### config.mk
export PLATFORM = sky130hd
export DESIGN_NAME = egdr_ctrl
export DESIGN_NICKNAME = d
export VERILOG_FILES = /design/src/egdr_pkg.sv /design/src/egdr_ctrl.sv
export SDC_FILE = /design/constraint.sdc
export NUM_CORES = 1
export LEC_CHECK = 0
export ABC_AREA = 1
export BUFFER_PORTS_ARGS = -buffer_cell sky130_fd_sc_hd__buf_2
export CORE_UTILIZATION = 44
export CTS_BUF_LIST = sky130_fd_sc_hd__clkbuf_8
export DETAILED_ROUTE_END_ITERATION = 16
export PLACE_DENSITY = 0.78
export SYNTH_ARGS = -nofsm -noshare
export SYNTH_HDL_FRONTEND = slang
export SYNTH_SLANG_ARGS = --single-unit
### constraint.sdc
create_clock -name clk -period 1.3 [get_ports clk]
set_clock_uncertainty 0.1 [all_clocks]
set_input_delay 0.195 -clock clk [delete_from_list [all_inputs] [get_ports clk]]
set_output_delay 0.195 -clock clk [all_outputs]
set_load 0.01 [all_outputs]
### src/egdr_pkg.sv
// shared types for the edge graph reachability unit
`default_nettype none
package egdr_pkg;
  localparam int EDGES = 6;

  typedef struct packed {
    logic [7:0] tile;
    logic [2:0] edg;
  } node_t;

  typedef struct packed {
    logic       has_link;
    logic [7:0] tile;
    logic [2:0] edg;
  } link_t;

  typedef struct packed {
    logic clr_step;
    logic load_wr;
    logic srch_start;
    logic pop_rd;
    logic node_cap;
    logic self_cap;
    logic cand_rd;
    logic c1_rd;
    logic push;
    logic next_cand;
  } dp_cmd_t;

  typedef struct packed {
    logic clr_last;
    logic sp_zero;
    logic sp_full;
    logic node_end;
    logic node_rng;
    logic cand_end;
    logic cand_rng;
    logic c1_ok;
    logic c2_ok;
    logic i_last;
  } dp_stat_t;
endpackage
`default_nettype wire

### src/egdr_ctrl.sv
// controller: search sequencer and result register
`default_nettype none
module egdr_ctrl (
  input  wire                 clk,
  input  wire                 rst_n,
  input  wire                 in_valid,
  output logic                in_ready,
  input  wire                 in_cmd,
  output logic                out_valid,
  input  wire                 out_ready,
  output logic                out_found,
  output logic                out_overflow,
  output egdr_pkg::dp_cmd_t   cmd,
  input  egdr_pkg::dp_stat_t  stat
);
  localparam logic [3:0] S_CLEAR = 4'd0;
  localparam logic [3:0] S_IDLE  = 4'd1;
  localparam logic [3:0] S_POP   = 4'd2;
  localparam logic [3:0] S_POPW  = 4'd3;
  localparam logic [3:0] S_SELF  = 4'd4;
  localparam logic [3:0] S_CAND  = 4'd5;
  localparam logic [3:0] S_C1    = 4'd6;
  localparam logic [3:0] S_C2    = 4'd7;
  localparam logic [3:0] S_DONE  = 4'd8;

  logic [3:0] state_r, state_nxt;
  logic       found_r, found_nxt, ovf_r, ovf_nxt;
  logic       ov_r, ov_nxt, of_r, of_nxt, oo_r, oo_nxt;
  logic       try_push;

  assign in_ready     = (state_r == S_IDLE);
  assign out_valid    = ov_r;
  assign out_found    = of_r;
  assign out_overflow = oo_r;

  always_comb begin
    state_nxt = state_r;
    found_nxt = found_r;
    ovf_nxt   = ovf_r;
    ov_nxt    = ov_r && !out_ready;
    of_nxt    = of_r;
    oo_nxt    = oo_r;
    cmd       = '0;
    try_push  = 1'b0;
    case (state_r)
      S_CLEAR: begin
        cmd.clr_step = 1'b1;
        if (stat.clr_last) state_nxt = S_IDLE;
      end
      S_IDLE: begin
        if (in_valid) begin
          found_nxt = 1'b0;
          ovf_nxt   = 1'b0;
          if (!in_cmd) begin
            cmd.load_wr = 1'b1;
            state_nxt   = S_DONE;
          end else begin
            cmd.srch_start = 1'b1;
            state_nxt      = S_POP;
          end
        end
      end
      S_POP: begin
        if (stat.sp_zero) begin
          state_nxt = S_DONE;
        end else begin
          cmd.pop_rd = 1'b1;
          state_nxt  = S_POPW;
        end
      end
      S_POPW: begin
        if (stat.node_end) begin
          found_nxt = 1'b1;
          state_nxt = S_DONE;
        end else if (!stat.node_rng) begin
          state_nxt = S_POP;
        end else begin
          cmd.node_cap = 1'b1;
          state_nxt    = S_SELF;
        end
      end
      S_SELF: begin
        cmd.self_cap = 1'b1;
        state_nxt    = S_CAND;
      end
      S_CAND: begin
        if (stat.cand_end) begin
          try_push = 1'b1;
        end else if (!stat.cand_rng) begin
          state_nxt = stat.i_last ? S_POP : S_CAND;
          cmd.next_cand = !stat.i_last;
        end else begin
          cmd.cand_rd = 1'b1;
          state_nxt   = S_C1;
        end
      end
      S_C1: begin
        if (stat.c1_ok) begin
          cmd.c1_rd = 1'b1;
          state_nxt = S_C2;
        end else begin
          state_nxt     = stat.i_last ? S_POP : S_CAND;
          cmd.next_cand = !stat.i_last;
        end
      end
      S_C2: begin
        if (stat.c2_ok) begin
          try_push = 1'b1;
        end else begin
          state_nxt     = stat.i_last ? S_POP : S_CAND;
          cmd.next_cand = !stat.i_last;
        end
      end
      S_DONE: begin
        if (!ov_r || out_ready) begin
          ov_nxt    = 1'b1;
          of_nxt    = found_r;
          oo_nxt    = ovf_r;
          state_nxt = S_IDLE;
        end
      end
      default: state_nxt = S_IDLE;
    endcase
    if (try_push) begin
      if (stat.sp_full) begin
        ovf_nxt   = 1'b1;
        state_nxt = S_DONE;
      end else begin
        cmd.push      = 1'b1;
        state_nxt     = stat.i_last ? S_POP : S_CAND;
        cmd.next_cand = !stat.i_last;
      end
    end
  end

  always_ff @(posedge clk) begin
    if (!rst_n) begin
      state_r <= S_CLEAR;
      ov_r    <= 1'b0;
    end else begin
      state_r <= state_nxt;
      ov_r    <= ov_nxt;
    end
  end

  always_ff @(posedge clk) begin
    found_r <= found_nxt;
    ovf_r   <= ovf_nxt;
    of_r    <= of_nxt;
    oo_r    <= oo_nxt;
  end
endmodule
`default_nettype wire

==> flow_summary.json <==
{
  "hold_class": "in2reg",
  "vias_per_cell": 6.621,
  "cellPowerDensity_mw_per_mm2": 847.6,
  "cts_root_buf": "clkbuf_8",
  "insertion_delay_ps": 250,
  "synth_common_cells": "nand2_1, nor2_1, inv_1",
  "grt_pass1_wl_um": 4719,
  "drt-initial-drc-count": 108,
  "diodes": 0,
  "worstPathMaxFanout": 7,
  "initial_core_util_pct": 50.05,
  "die_width_um": 41.66,
  "drv_slew": 0,
  "violations": "negative setup slack",
  "numCtsBuffers": 3,
  "nets": 196,
  "routedWlPerCell_um": 22.57,
  "crit_required_ps": 1000,
  "row_count": 13,
  "route.detailed.drc": 0,
  "crit_arrival_ps": 1540,
  "synth-edff-count": 3,
  "status": "finished, violations left",
  "yosys.area.top_type": "dfxtp_1",
  "die_h_um": 41.66,
  "ys_warn_count": 0,
  "worstSetupPathType": "reg2out",
  "tightest_slew_ps": 287.5,
  "syn_nets": 130,
  "rsz0062_at_grt": "true",
  "ys_seq_area_share_pct": 30.38,
  "gp_congestion": 0.8888,
  "postLayoutCoreUtil_pct": 96.92,
  "tns_ps": -6816,
  "fin_crit_ps": 1839,
  "yosys_most_used_dff": "dfxtp_1",
  "nFillCells": 26,
  "setup_viol": 20,
  "pre_cts_slack_ps": -185.1,
  "track_usage_pct": 36.63,
  "htreeDepth": 1,
  "slew_headroom_pct": 80.76,
  "crit_path_end_kind": "output pin",
  "synth_top_cell_area_share_pct": 17.36,
  "critPathLaunchType": "register",
  "async_reset_ff_share_pct": 0,
  "drive_gt1_share_pct": 61.67,
  "hpwl_um": 1534,
  "syn_area_sq_um": 691.9,
  "synth_seq_cells": 9,
  "hold_viol": 0,
  "grt_remaining_overflow": 0,
  "core_area_sq_mm": 0.001383,
  "postRouteAntennaNets": 0,
  "clock.fmax_ghz": 0.5438,
  "whs_ps": 181.0,
  "area_growth_pct": 93.67,
  "leakagePower_nw": 0.7355,
  "firstDrtPassIters": 7,
  "dp_cells": 169,
  "clock_path_buffers": 2,
  "top_level_ports": 29,
  "synth_area_leaders": "dfxtp_1, nand2_1, edfxtp_1, nor2_1, nand3_1",
  "ir_drop_uv": 473.0,
  "antenna_found_initial": 0,
  "syn_area_per_cell_sq_um": 6.017,
  "multi_input_area_sq_um": 539.3,
  "grt_max_degree": 9,
  "setup_slack_ps": -539.1,
  "cts_tree": "built",
  "fin_cells": 195,
  "grt_pass1_vias": 1027,
  "die_area_sq_mm": 0.001735,
  "yosysUniqueCellTypes": 20,
  "ff_latch_area_sq_um": 220.2,
  "port_buffers": 28,
  "vias": 1291,
  "fin_crit_sh_pct": 141.5,
  "yosysMostFrequentCell": "nand2_1",
  "drt_wl_total_um": 4401,
  "cts_sinks": 9,
  "maxCapViolCount": 0,
  "synthCells": 115,
  "cts.clk_slew.worst_paths_ps": 50
}
[metrics by stage]
stage / cell area [sq um] / total power, mW
after CTS: 1197 / 0.9737
after floorplan: 703.2 / 0.4644
after global routing: 1340 / 1.149
final: 1340 / 1.136
after detailed placement: 944.7 / 0.5753
after global placement: 944.7 / 0.5707
[final timing paths]
| check | from | end | slack (ps) | cells after the start |
|---|---|---|---|---|
| worst max-delay path | state_r[3] | cmd[0] | -540 | 7 |
| worst min-delay path | rst_n | state_r[0] | 180 | 3 |
| worst max register to register | state_r[3] | state_r[1] | -470 | 12 |
| worst min register to register | found_r | out_found | 380 | 0 |
[layout make-up]
class / instances / area share [%]
clock buffers: 3 / 3.081
clock inverters: 1 / 0.2801
inverters: 22 / 6.536
multi-input cells: 84 / 40.24
flip-flops and latches: 9 / 16.43
well taps: 15 / 1.401
repair buffers: 61 / 32.03
[flip-flops by register name, summed over array words and instances, names as in the netlist]
register	cells
found_r	1
out_found	1
out_overflow	1
out_valid	1
ovf_r	1
state_r	4
[layout by cell type, fill, tap and decap left out, types with 4 or more instances in the layout]
| cell | n |
|---|---|
| nor2_2 | 4 |
| buf_4 | 27 |
| nand2_1 | 16 |
| inv_2 | 5 |
| buf_2 | 25 |
| nor2_4 | 7 |
| buf_6 | 9 |
| nand3_1 | 11 |
| nand2_4 | 4 |
| inv_1 | 15 |
| nand2_2 | 8 |
| nor2_1 | 15 |
[repair_timing]
action	CTS	global route
pin swaps	12	10
buffers inserted	14	8
setup endpoints to repair	19	19
hold buffers	0	0
cloned	0	0
gates resized for setup	35	20
[critical path, cell delays in order, from the launching register on]
cell and delay [ps]:
dfxtp_2 370, nor2_4 210, buf_4 170, nand2_4 70, nor3_4 140, a21oi_1 80, nand2_1 110, buf_4 140
[power breakdown]
part	switching, mW	internal (mW)	leakage (nW)
Sequential	0.0328	0.311	0.0778
Combinational	0.254	0.177	0.631
Clock	0.152	0.209	0.0269
Total	0.439	0.697	0.735
[metal layers]
metal  global-route usage, %  part of all wire (%)  vias to the layer above
met5                       0                     0                        -
met4                   26.45                    12                        0
met3                   8.261                    13                       73
met2                   62.19                    43                      176
met1                   39.40                    32                      551
li1                        -                     -                      491
[cells by family (layout without fill, tap and decap cells)]
kind of cell | Yosys count | after routing | synth area share, %
AND/OR/NAND/NOR | 73 | 73 | 49.37
AO/OA/AOI/OAI | 11 | 11 | 8.319
flip-flops | 9 | 9 | 30.38
buffers and inverters | 22 | 87 | 11.94
(Power assumes the default switching activity.)
